**config.mk**
```make
export PLATFORM = sky130hd
export DESIGN_NAME = flow_run_detector_top
export DESIGN_NICKNAME = d
export VERILOG_FILES = /design/src/frd_pkg.sv /design/src/frd_ctrl.sv /design/src/frd_dp.sv /design/src/flow_run_detector_top.sv
export SDC_FILE = /design/constraint.sdc
export NUM_CORES = 2
export LEC_CHECK = 0
export BUFFER_PORTS_ARGS = -buffer_cell sky130_fd_sc_hd__buf_2
export CAP_MARGIN = 25
export CORE_MARGIN = 1
export CORE_UTILIZATION = 60
export CTS_CLUSTER_DIAMETER = 60
export DETAILED_ROUTE_END_ITERATION = 10
export GPL_TIMING_DRIVEN = 0
export HOLD_SLACK_MARGIN = 0.15
export PLACE_DENSITY = 0.8
export SYNTH_ARGS = -nofsm -noshare
export SYNTH_HDL_FRONTEND = slang
export SYNTH_SLANG_ARGS = --single-unit
export TNS_END_PERCENT = 5
```
**constraint.sdc**
```tcl
create_clock -name clk_i -period 9.04 [get_ports clk_i]
set_clock_uncertainty 0.2 [all_clocks]
set_input_delay 2.712 -clock clk_i [delete_from_list [all_inputs] [get_ports clk_i]]
set_output_delay 2.712 -clock clk_i [all_outputs]
set_load 0.03 [all_outputs]
```
**src/frd_pkg.sv**
```systemverilog
// Shared types and constants of the flow run detector.
package frd_pkg;

  localparam int unsigned CFG_IDX_W = 2;
  localparam int unsigned DIV_STEPS = 64;
  localparam int unsigned DIV_CNT_W = $clog2(DIV_STEPS);

  localparam logic [1:0] OPC_FLOW   = 2'd0;
  localparam logic [1:0] OPC_VOLUME = 2'd1;
  localparam logic [1:0] OPC_TICK   = 2'd2;

  localparam logic [CFG_IDX_W-1:0] REG_START_THRESHOLD = 2'd0;
  localparam logic [CFG_IDX_W-1:0] REG_IDLE_TIMEOUT    = 2'd1;

  localparam logic [31:0] RST_START_THRESHOLD = 32'd128;
  localparam logic [31:0] RST_IDLE_TIMEOUT    = 32'd30;

  typedef struct packed {
    logic [1:0]  opcode;
    logic        sample_ok;
    logic [31:0] value;
    logic [31:0] epoch;
  } in_item_t;

  typedef struct packed {
    logic        run_closed;
    logic        running;
    logic [31:0] start_time;
    logic [31:0] end_time;
    logic [31:0] duration;
    logic [31:0] run_volume;
    logic        volume_valid;
    logic [31:0] mean_flow;
    logic [31:0] peak_flow;
  } out_item_t;

  typedef struct packed {
    logic accept;
    logic div_start;
    logic div_step;
    logic commit;
  } dp_cmd_t;

  typedef struct packed {
    logic close;
    logic count_nz;
    logic div_last;
    logic out_free;
  } dp_status_t;

endpackage

```
**src/frd_ctrl.sv**
```systemverilog
// Sequencer of the flow run detector: accept, evaluate, divide, commit.
module frd_ctrl
  import frd_pkg::*;
(
  input  logic       clk_i,
  input  logic       rst_ni,
  input  logic       in_valid_i,
  output logic       in_stall_o,
  input  dp_status_t status_i,
  output dp_cmd_t    cmd_o
);

  typedef enum logic [3:0] {
    S_IDLE = 4'b0001,
    S_EXEC = 4'b0010,
    S_DIV  = 4'b0100,
    S_LOAD = 4'b1000
  } state_e;

  state_e state_q, state_d;

  always_comb begin
    state_d = state_q;
    cmd_o   = '0;
    unique case (state_q)
      S_IDLE: begin
        if (in_valid_i) begin
          cmd_o.accept = 1'b1;
          state_d      = S_EXEC;
        end
      end
      S_EXEC: begin
        if (status_i.close && status_i.count_nz) begin
          cmd_o.div_start = 1'b1;
          state_d         = S_DIV;
        end else begin
          state_d = S_LOAD;
        end
      end
      S_DIV: begin
        cmd_o.div_step = 1'b1;
        if (status_i.div_last) begin
          state_d = S_LOAD;
        end
      end
      S_LOAD: begin
        if (status_i.out_free) begin
          cmd_o.commit = 1'b1;
          state_d      = S_IDLE;
        end
      end
      default: state_d = S_IDLE;
    endcase
  end

  always_ff @(posedge clk_i or negedge rst_ni) begin
    if (!rst_ni) begin
      state_q <= S_IDLE;
    end else begin
      state_q <= state_d;
    end
  end

  assign in_stall_o = (state_q != S_IDLE);

endmodule

```
**src/frd_dp.sv**
```systemverilog
// Datapath: config registers, run state, serial divider and output register.
module frd_dp
  import frd_pkg::*;
(
  input  logic                 clk_i,
  input  logic                 rst_ni,
  input  logic                 cfg_valid_i,
  input  logic [CFG_IDX_W-1:0] cfg_index_i,
  input  logic [31:0]          cfg_data_i,
  input  in_item_t             in_data_i,
  output logic                 out_valid_o,
  input  logic                 out_stall_i,
  output out_item_t            out_data_o,
  input  dp_cmd_t              cmd_i,
  output dp_status_t           status_o
);

  logic [31:0] thr_q, timeout_q;
  in_item_t    item_q;

  logic        open_q, open_d;
  logic [31:0] begin_q, begin_d;
  logic [31:0] last_q, last_d;
  logic [31:0] peak_q, peak_d;
  logic [63:0] total_q, total_d;
  logic [31:0] count_q, count_d;
  logic [31:0] vas_q, vas_d;
  logic [31:0] vlat_q, vlat_d;
  logic        vseen_q, vseen_d;

  logic [63:0]          dvd_q;
  logic [31:0]          rem_q;
  logic [DIV_CNT_W-1:0] dcnt_q;

  logic        out_valid_q;
  out_item_t   out_q, res;

  // config writes; the user must write only while idle, the block itself does not enforce it
  always_ff @(posedge clk_i or negedge rst_ni) begin
    if (!rst_ni) begin
      thr_q     <= RST_START_THRESHOLD;
      timeout_q <= RST_IDLE_TIMEOUT;
    end else if (cfg_valid_i) begin
      if (cfg_index_i == REG_START_THRESHOLD) thr_q <= cfg_data_i;
      if (cfg_index_i == REG_IDLE_TIMEOUT)    timeout_q <= cfg_data_i;
    end
  end

  always_ff @(posedge clk_i) begin
    if (cmd_i.accept) item_q <= in_data_i;
  end

  // tick close test, timeout sum formed in 33 bits
  logic        is_tick, closing;
  logic [32:0] deadline;
  assign is_tick  = (item_q.opcode == OPC_TICK);
  assign deadline = {1'b0, last_q} + {1'b0, timeout_q};
  assign closing  = is_tick && open_q && (last_q != '0) &&
                    ({1'b0, item_q.epoch} >= deadline);

  assign status_o.close    = closing;
  assign status_o.count_nz = (count_q != '0);
  assign status_o.div_last = (dcnt_q == DIV_CNT_W'(DIV_STEPS - 1));
  assign status_o.out_free = !out_valid_q || !out_stall_i;

  // restoring division of flow_total by sample_count, one bit a cycle
  logic [32:0] rem_sh;
  logic        q_bit;
  assign rem_sh = {rem_q, dvd_q[63]};
  assign q_bit  = (rem_sh >= {1'b0, count_q});

  always_ff @(posedge clk_i) begin
    if (cmd_i.div_start) begin
      dvd_q  <= total_q;
      rem_q  <= '0;
      dcnt_q <= '0;
    end else if (cmd_i.div_step) begin
      dvd_q  <= {dvd_q[62:0], q_bit};
      rem_q  <= q_bit ? 32'(rem_sh - {1'b0, count_q}) : rem_sh[31:0];
      dcnt_q <= dcnt_q + 1'b1;
    end
  end

  // next run state and result for the held transaction
  logic        flow_act;
  logic [64:0] sum_ext;
  logic [63:0] tot_base;
  logic [31:0] cnt_base, peak_base;

  assign flow_act = (item_q.value >= thr_q);

  always_comb begin
    open_d    = open_q;
    begin_d   = begin_q;
    last_d    = last_q;
    peak_d    = peak_q;
    total_d   = total_q;
    count_d   = count_q;
    vas_d     = vas_q;
    vlat_d    = vlat_q;
    vseen_d   = vseen_q;
    tot_base  = total_q;
    cnt_base  = count_q;
    peak_base = peak_q;
    sum_ext   = '0;
    res       = '0;

    if (item_q.opcode == OPC_FLOW && item_q.sample_ok) begin
      if (flow_act) begin
        last_d = item_q.epoch;
        if (!open_q) begin
          open_d    = 1'b1;
          begin_d   = item_q.epoch;
          peak_base = item_q.value;
          tot_base  = '0;
          cnt_base  = '0;
          vas_d     = vseen_q ? vlat_q : '0;
        end
      end
      if (open_d) begin
        sum_ext = {1'b0, tot_base} + {33'd0, item_q.value};
        total_d = sum_ext[64] ? '1 : sum_ext[63:0];
        count_d = (cnt_base == '1) ? cnt_base : cnt_base + 1'b1;
        peak_d  = (item_q.value > peak_base) ? item_q.value : peak_base;
      end
    end else if (item_q.opcode == OPC_VOLUME && item_q.sample_ok) begin
      vlat_d  = item_q.value;
      vseen_d = 1'b1;
    end else if (closing) begin
      res.run_closed = 1'b1;
      res.start_time = begin_q;
      res.end_time   = last_q;
      res.duration   = (last_q > begin_q) ? last_q - begin_q : '0;
      if (vseen_q) begin
        res.run_volume   = (vlat_q > vas_q) ? vlat_q - vas_q : '0;
        res.volume_valid = 1'b1;
      end
      if (count_q != '0) begin
        res.mean_flow = (dvd_q[63:32] != '0) ? '1 : dvd_q[31:0];
      end
      res.peak_flow = peak_q;
      open_d  = 1'b0;
      begin_d = '0;
      last_d  = '0;
      peak_d  = '0;
      total_d = '0;
      count_d = '0;
    end

    res.running = open_d;
    if (open_d) res.start_time = begin_d;
  end

  always_ff @(posedge clk_i or negedge rst_ni) begin
    if (!rst_ni) begin
      open_q  <= 1'b0;
      begin_q <= '0;
      last_q  <= '0;
      peak_q  <= '0;
      total_q <= '0;
      count_q <= '0;
      vas_q   <= '0;
      vlat_q  <= '0;
      vseen_q <= 1'b0;
    end else if (cmd_i.commit) begin
      open_q  <= open_d;
      begin_q <= begin_d;
      last_q  <= last_d;
      peak_q  <= peak_d;
      total_q <= total_d;
      count_q <= count_d;
      vas_q   <= vas_d;
      vlat_q  <= vlat_d;
      vseen_q <= vseen_d;
    end
  end

  always_ff @(posedge clk_i or negedge rst_ni) begin
    if (!rst_ni) begin
      out_valid_q <= 1'b0;
    end else if (cmd_i.commit) begin
      out_valid_q <= 1'b1;
    end else if (!out_stall_i) begin
      out_valid_q <= 1'b0;
    end
  end

  always_ff @(posedge clk_i) begin
    if (cmd_i.commit) out_q <= res;
  end

  assign out_valid_o = out_valid_q;
  assign out_data_o  = out_q;

endmodule

```
**src/flow_run_detector_top.sv**
```systemverilog
// Top level of the flow run detector.
//
// Input channel (in_valid_i / in_stall_o / in_data_i) takes flow samples,
// cumulative volume samples and time ticks. A transaction is taken when
// valid is high and stall is low. Every input gives one result on the
// output channel (out_valid_o / out_stall_i / out_data_o).
// Config port (cfg_valid_i / cfg_ready_o) is always ready; index 0 is the
// start threshold, index 1 the idle timeout. Write it only while idle.
// An item that does not close a run, or closes one with no flow samples,
// goes from acceptance through evaluation straight to the load of the output
// register. A close with samples first runs the mean through a
// 1-bit-per-cycle 64/32 divider. The next item is accepted the cycle after
// the result is loaded into the output register.
// A stalled receiver holds the output register; a following item is still
// accepted and worked on, and waits only for the register to empty.
// Reset clears run state, volume state and the output valid, and restores
// the threshold to 128 and the timeout to 30 s.
module flow_run_detector_top
  import frd_pkg::*;
(
  input  logic                 clk_i,
  input  logic                 rst_ni,
  input  logic                 in_valid_i,
  output logic                 in_stall_o,
  input  in_item_t             in_data_i,
  output logic                 out_valid_o,
  input  logic                 out_stall_i,
  output out_item_t            out_data_o,
  input  logic                 cfg_valid_i,
  output logic                 cfg_ready_o,
  input  logic [CFG_IDX_W-1:0] cfg_index_i,
  input  logic [31:0]          cfg_data_i
);

  dp_cmd_t    cmd;
  dp_status_t status;

  assign cfg_ready_o = 1'b1;

  frd_ctrl u_ctrl (
    .clk_i      (clk_i),
    .rst_ni     (rst_ni),
    .in_valid_i (in_valid_i),
    .in_stall_o (in_stall_o),
    .status_i   (status),
    .cmd_o      (cmd)
  );

  frd_dp u_dp (
    .clk_i       (clk_i),
    .rst_ni      (rst_ni),
    .cfg_valid_i (cfg_valid_i),
    .cfg_index_i (cfg_index_i),
    .cfg_data_i  (cfg_data_i),
    .in_data_i   (in_data_i),
    .out_valid_o (out_valid_o),
    .out_stall_i (out_stall_i),
    .out_data_o  (out_data_o),
    .cmd_i       (cmd),
    .status_o    (status)
  );

`ifndef SYNTH
  a_commit_free: assert property (@(posedge clk_i) disable iff (!rst_ni)
    cmd.commit |-> status.out_free)
    else $error("result loaded while output register is held");

  a_div_start: assert property (@(posedge clk_i) disable iff (!rst_ni)
    cmd.div_start |-> (status.close && status.count_nz))
    else $error("divider started without a closing run");

  a_out_drain: assert property (@(posedge clk_i) disable iff (!rst_ni)
    (out_valid_o && !out_stall_i && !cmd.commit) |=> !out_valid_o)
    else $error("output transaction repeated");

  a_idle_no_div: assert property (@(posedge clk_i) disable iff (!rst_ni)
    !in_stall_o |-> !(cmd.div_step || cmd.commit))
    else $error("work in progress while accepting input");
`endif

endmodule

```
# [Word level (Yosys, flattened, before mapping)]
# Cells that the tools add are included.
[word_totals] register_bits=691 in_bits=106 out_inout_bits=198 word_cells=156
[op_classes] n_addsub=7 magnitude_cmp=6 n_eq_ne=17 muxes=62 bitwise=7 reduce_logical=28
[ops] cell="$mux W32" count=28
[ops] cell="$mux W64" count=10
[ops] cell="$mux W193" count=3
[ops] cell="$gt A32 B32 Y1" count=3
[ops] cell="$reduce_bool A32 Y1" count=3
[ops] cell="$sub A32 B32 Y32" count=3
[ops] cell="$add A64 B32 Y65" count=1
[ops] cell="$add A32 B32 Y33" count=1
[ops] cell="$ge A32 B33 Y1" count=1
[ops] cell="$ge A33 B32 Y1" count=1
[ops] cell="$mux W33" count=1
[ops] cell="$add A32 B1 Y32 const B" count=1
[ops] cell="$eq A32 B32 Y1 const B" count=1
[ops] cell="$ge A32 B32 Y1" count=1
[ops] cell="$mux W4" count=4
[ops] cell="$pmux W4 S4" count=1
[ops] cell="$mux W1" count=15
[ops] cell="$reduce_and A4 Y1" count=3
[ops] cell="$ne A2 B2 Y1 const B" count=4
[ops] cell="$reduce_or A4 Y1" count=2
[ops] cell="$not A1 Y1" count=7
[ops] cell="$add A6 B1 Y6 const B" count=1
[ops] cell="$eq A6 B6 Y1 const B" count=1
[ops] cell="$logic_and A1 B1 Y1" count=6
[ops] cell="17 further kinds" count=25

# [Depth between registers and ports, before layout]
[logic_depth] word_depth=8 mapped_depth=27 ltp_nobuf=24

# [By module]
# Synthesis repeated with hierarchy kept, for this count alone.
[unflattened] cells_unflattened=3674 hier_area_um2=38318.0
[modules_own_cells] mod="frd_dp" n_inst=1 cells_each=3643 area_per_inst_um2=38044.0 seq_area_each_um2=18639.1
[modules_own_cells] mod="frd_ctrl" n_inst=1 cells_each=29 area_per_inst_um2=262.8 seq_area_each_um2=101.3
[modules_own_cells] mod="flow_run_detector_top" n_inst=1 cells_each=2 area_per_inst_um2=11.3 seq_area_each_um2=0.0

# [Worst setup path before layout]
# Ideal clock, no wire load.
[synth_path] path_type="input to register" startpoint="in out_stall_i" endpoint="reg u_dp.total_q[30]" setup_ps=126 arrival_time_ps=8577 t_required_ps=8714 slack_ps=137 path_stages=9 path_buffers=2 path_cell_list="nand2_1 -> nand2b_1 -> inv_1 -> nand2_1 -> a31oi_1 -> a31oi_1 -> buf_4 -> buf_4 -> a221o_1"
[synth_rtl] element="start: declaration" line_no="flow_run_detector_top.sv:27" rtl="input logic out_stall_i,"
[synth_rtl] element="end signal: assignment" line_no="frd_dp.sv:170" rtl="total_q <= total_d;"
[synth_rtl] element="end: declaration" line_no="frd_dp.sv:25" rtl="logic [63:0] total_q, total_d;"

# [Final worst setup path]
[layout_path] startpoint="reg u_dp.last_q[6]" endpoint="reg u_dp.dvd_q[19], enable pin"
[layout_between] elab_chain_cells=7 elab_cells_between_ends=9 classes_between="add/sub: 1; order compare: 1; mux: 2; reduce/logical: 5"
[layout_lines] element="start: declaration" line_no="frd_dp.sv:23" rtl="logic [31:0] last_q, last_d;"
[layout_lines] element="start signal: assignment" line_no="frd_dp.sv:168" rtl="last_q <= last_d;"
[layout_lines] element="$add A32 B32 Y33 or $reduce_bool A32 Y1 (tied branches)" line_no="frd_dp.sv:57, frd_dp.sv:58"
[layout_lines] element="$ge A32 B33 Y1 or $logic_and A1 B1 Y1 (tied branches)" line_no="frd_dp.sv:59, frd_dp.sv:58"
[layout_lines] element="$logic_and A1 B1 Y1 (*)" line_no="frd_dp.sv:58" rtl="assign closing = is_tick && open_q && (last_q != '0) &&"
[layout_lines] element="$logic_and A1 B1 Y1 (*)" line_no="frd_ctrl.sv:33" rtl="if (status_i.close && status_i.count_nz) begin"
[layout_lines] element="$mux W1 (*)" line_no="frd_ctrl.sv:33"
[layout_lines] element="$mux W1 (*)" line_no="frd_ctrl.sv:25" rtl="unique case (state_q)"
[layout_lines] element="$reduce_bool A2 Y1 (no source line) (*)"
[layout_lines] element="end signal: assignment" line_no="frd_dp.sv:74" rtl="dvd_q <= total_q;"
[layout_lines] element="end signal: assignment" line_no="frd_dp.sv:78" rtl="dvd_q <= {dvd_q[62:0], q_bit};"
[layout_lines] element="end: declaration" line_no="frd_dp.sv:31" rtl="logic [63:0] dvd_q;"
# Mark *: on every way between the ends. The rest lies on a longest branch, timed or not.
# A chain may end at the register's enable or synchronous reset.

==> reports/results.ini <==
[run_status]
run_status = finished, final reports clean

[critical_path]
worstSetupPathType = reg2reg
rr_worst_depth = 23
cp_max_fo = 64
crit_path_start_kind = flop
setup.worst_path.end_class = flop
cp.arrival_ns = 7.59
crit_required_ns = 9.10

[placement]
post-dp-hpwl_mm = 82.9
place_area_sq_mm = 0.0417
numPortBuffers = 302
globalplace.congestion = 0.975

[power_and_ir_drop]
p_switching_mw = 3.61
ir_drop_uv = 241
power_mw = 10.4
p_per_area_mw_per_mm2 = 234
comb_power_share_pct = 29.2
p_int_mw = 6.75
switching_share_pct = 34.8
seqPwrFrac_pct = 40.0
p_leak_nw = 19.4
pwr-share-clk_pct = 30.8

[global_routing]
grt_pass1_vias = 30700
grt_max_degree = 135
grt_usage_pct = 33.8
antenna_found_initial = 12
grt_overflow_total = 0
grt_pass1_wl_mm = 174

[yosys]
synth-seq-area-share_pct = 48.2
syn_nets = 4271
synth.distinct_cells = 101
syn_area_sq_mm = 0.0389
synth_cells = 3902
yosysTopAreaCell = edfxtp_1
ys_warn_count = 0
synthArstFlopShare_pct = 47.3
synth.avg_cell_area_sq_um = 9.97
synth-edff-count = 326
synth_top_area_share_pct = 25.2
synthFlopType = edfxtp_1
synthTopCellsByArea = edfxtp_1 25%, dfrtp_1 21%, ha_1 8.3%, o21ai_0 4.6%, nand2_1 4.2%
synth_seq_cells = 691

[die]
die_h_microns = 257
ios = 304
start_util_pct = 61.2
rows = 92
dieArea_sq_mm = 0.0659
core_area_sq_mm = 0.0635
die_x_microns = 257

[routing]
drtIter0Drc = 3665
postRouteAntennaNets = 0
wl_mm = 113
via_count = 32800
drt-wirelength-per-cell_microns = 21.8
drc = 0
drt_pre_antenna_iters = 8
vias_per_cell = 6.31

[sta]
finalCritPeriodShare_pct = 83.3
setup_viol = 0
fmax_mhz = 133
rsz0062_at_grt = no
slew_headroom_pct = 31.0
worstMarginPinSlew_ns = 1.03
hold_viol = 0
fin_setup_tns_ns = 0
fin_crit_ns = 7.53
maxSlewViolCount = 0

[clock_tree]
htreeDepth = 3
clockBufferDepth = 3
clockRootBuffer = clkbuf_16
postCtsSetupBuffers = 0
clk_pin_slew_ns = 0.06
cts_tree = built
cts_buffers = 76
ctsHoldBuffers = 0
cts_resized = 0
clock_latency_ns = 0.64
cts.sinks = 691

[final_layout]
mostFrequentLayoutCells = 435 x nand2_1, 354 x o21ai_0, 351 x buf_2
fin_area_sq_mm = 0.0443
final_core_util_pct = 69.7
syn2layout_area_growth_pct = 13.8
final_common_cell = nand2_1
drive_gt1_share_pct = 15.3
nets = 4658

[worst_hold_path]
hp-class = reg2reg
hold_depth = 2

[flow_run]
drv_cap = 0

-- final cells by class --
type / instances / area [sq um]
clock buffers: 100 / 2120
diodes: 5 / 12.5
plain buffers: 179 / 769
inverters: 186 / 706
fillers: 4796 / 19300
flip-flops and latches: 691 / 18700
clock inverters: 40 / 434
repair buffers: 309 / 1690
well taps: 846 / 1060
multi-input cells: 2846 / 18700
-- power by group through the flow --
| stage | sequential, mW | clock [mW] | combinational (mW) |
|---|---|---|---|
| global placement | 4.20 | 0 | 2.82 |
| CTS | 4.12 | 3.21 | 2.96 |
| floorplan | 4.09 | 0 | 2.08 |
| finish | 4.14 | 3.19 | 3.03 |
| global route | 4.16 | 3.32 | 3.30 |
| detailed placement | 4.17 | 0 | 2.92 |
-- critical path: stages, from the launching register on --
cell	delay [ns]
dfrtp_1	0.47
ha_1	0.29
or4_1	0.56
o2111ai_1	0.29
a21oi_1	0.16
o41a_1	0.44
o21ai_0	0.18
nand2b_1	0.11
a21o_1	0.19
a21oi_1	0.18
xor2_1	0.11
ha_1	0.29
nand4_1	0.17
nor4_1	0.38
nand2_1	0.14
nor4_1	0.37
a211oi_1	0.10
a21oi_1	0.17
nand2_1	0.32
inv_2	0.37
nand3_2	0.37
buf_2	0.35
buf_2	0.24
nand2_4	0.64
-- registers in the layout, summed over array words and instances (netlist names), 4 cells and up --
register / flops
u_dp.begin_q: 32
u_dp.dvd_q: 64
u_dp.peak_q: 32
u_ctrl.state_q: 4
u_dp.timeout_q: 32
u_dp.dcnt_q: 6
u_dp.item_q: 67
u_dp.count_q: 32
u_dp.last_q: 32
u_dp.vlat_q: 32
u_dp.out_data_o: 195
u_dp.rem_q: 32
u_dp.total_q: 64
u_dp.vas_q: 32
u_dp.thr_q: 32
-- stage by stage --
| stage | cells | setup slack [ns] | hold slack, ns |
|---|---|---|---|
| after floorplan | 3902 | 0.137 | 0.248 |
| after global placement | 5050 | -3.06 | 0.265 |
| after detailed placement | 5056 | 1.75 | 0.278 |
| after CTS | 5196 | 1.69 | 0.287 |
| after global routing | 5197 | 1.21 | 0.309 |
| final | 5202 | 1.51 | 0.285 |
-- path summary, 6_finish.rpt --
kind	startpoint	end	slack, ns
min in group asynchronous	rst_ni	u_dp.vlat_q[24]	1.83
worst min register to register	u_dp.total_q[9]	u_dp.total_q[9]	0.29
worst min-delay path	u_dp.total_q[9]	u_dp.total_q[9]	0.29
max in group asynchronous	rst_ni	u_dp.count_q[24]	5.79
worst max-delay path	u_dp.last_q[6]	u_dp.dvd_q[19]	1.51
worst max register to register	u_dp.last_q[6]	u_dp.dvd_q[19]	1.51
-- kinds of logic after synthesis --
kind of cell,count (synthesis),share of synthesized area [%]
adders and majority gates,263,8.55
and+or+nand+nor,1284,15.8
AOI/OAI and AO/OA,1010,16.3
other,1,0.00964
xor gates and xnor gates,124,2.79
DFF,691,48.2
buffers and inverters,365,3.77
muxes,164,4.61
-- Yosys cell counts (all sizes together), types with 7 or more instances --
cell / count
o21a: 32
dfxtp: 38
nor3b: 8
o22ai: 8
a22oi: 34
a22o: 40
a21o: 101
nor2b: 29
o21bai: 21
o211ai: 27
buf: 66
clkbuf: 113
o21ai: 374
a21oi: 217
nand4: 58
a211o: 9
a41oi: 9
o31ai: 14
or2: 8
ha: 258
nand2b: 31
nor3: 61
inv: 186
a211oi: 30
or3: 14
and2: 26
dfrtp: 321
edfxtp: 326
nor2: 266
xnor2: 79
xor2: 45
mux2: 121
nor4: 43
a31oi: 25
mux2i: 43
o31a: 7
nand2: 436
and3: 134
nand3: 145
-- layer usage --
metal	share of wire (%)	track usage (%)
met5	0.062	0
met4	4.3	13.3
met3	10	7.87
met2	45	52.3
met1	41	46.0
Note: power is estimated with default switching activity, not from simulation.
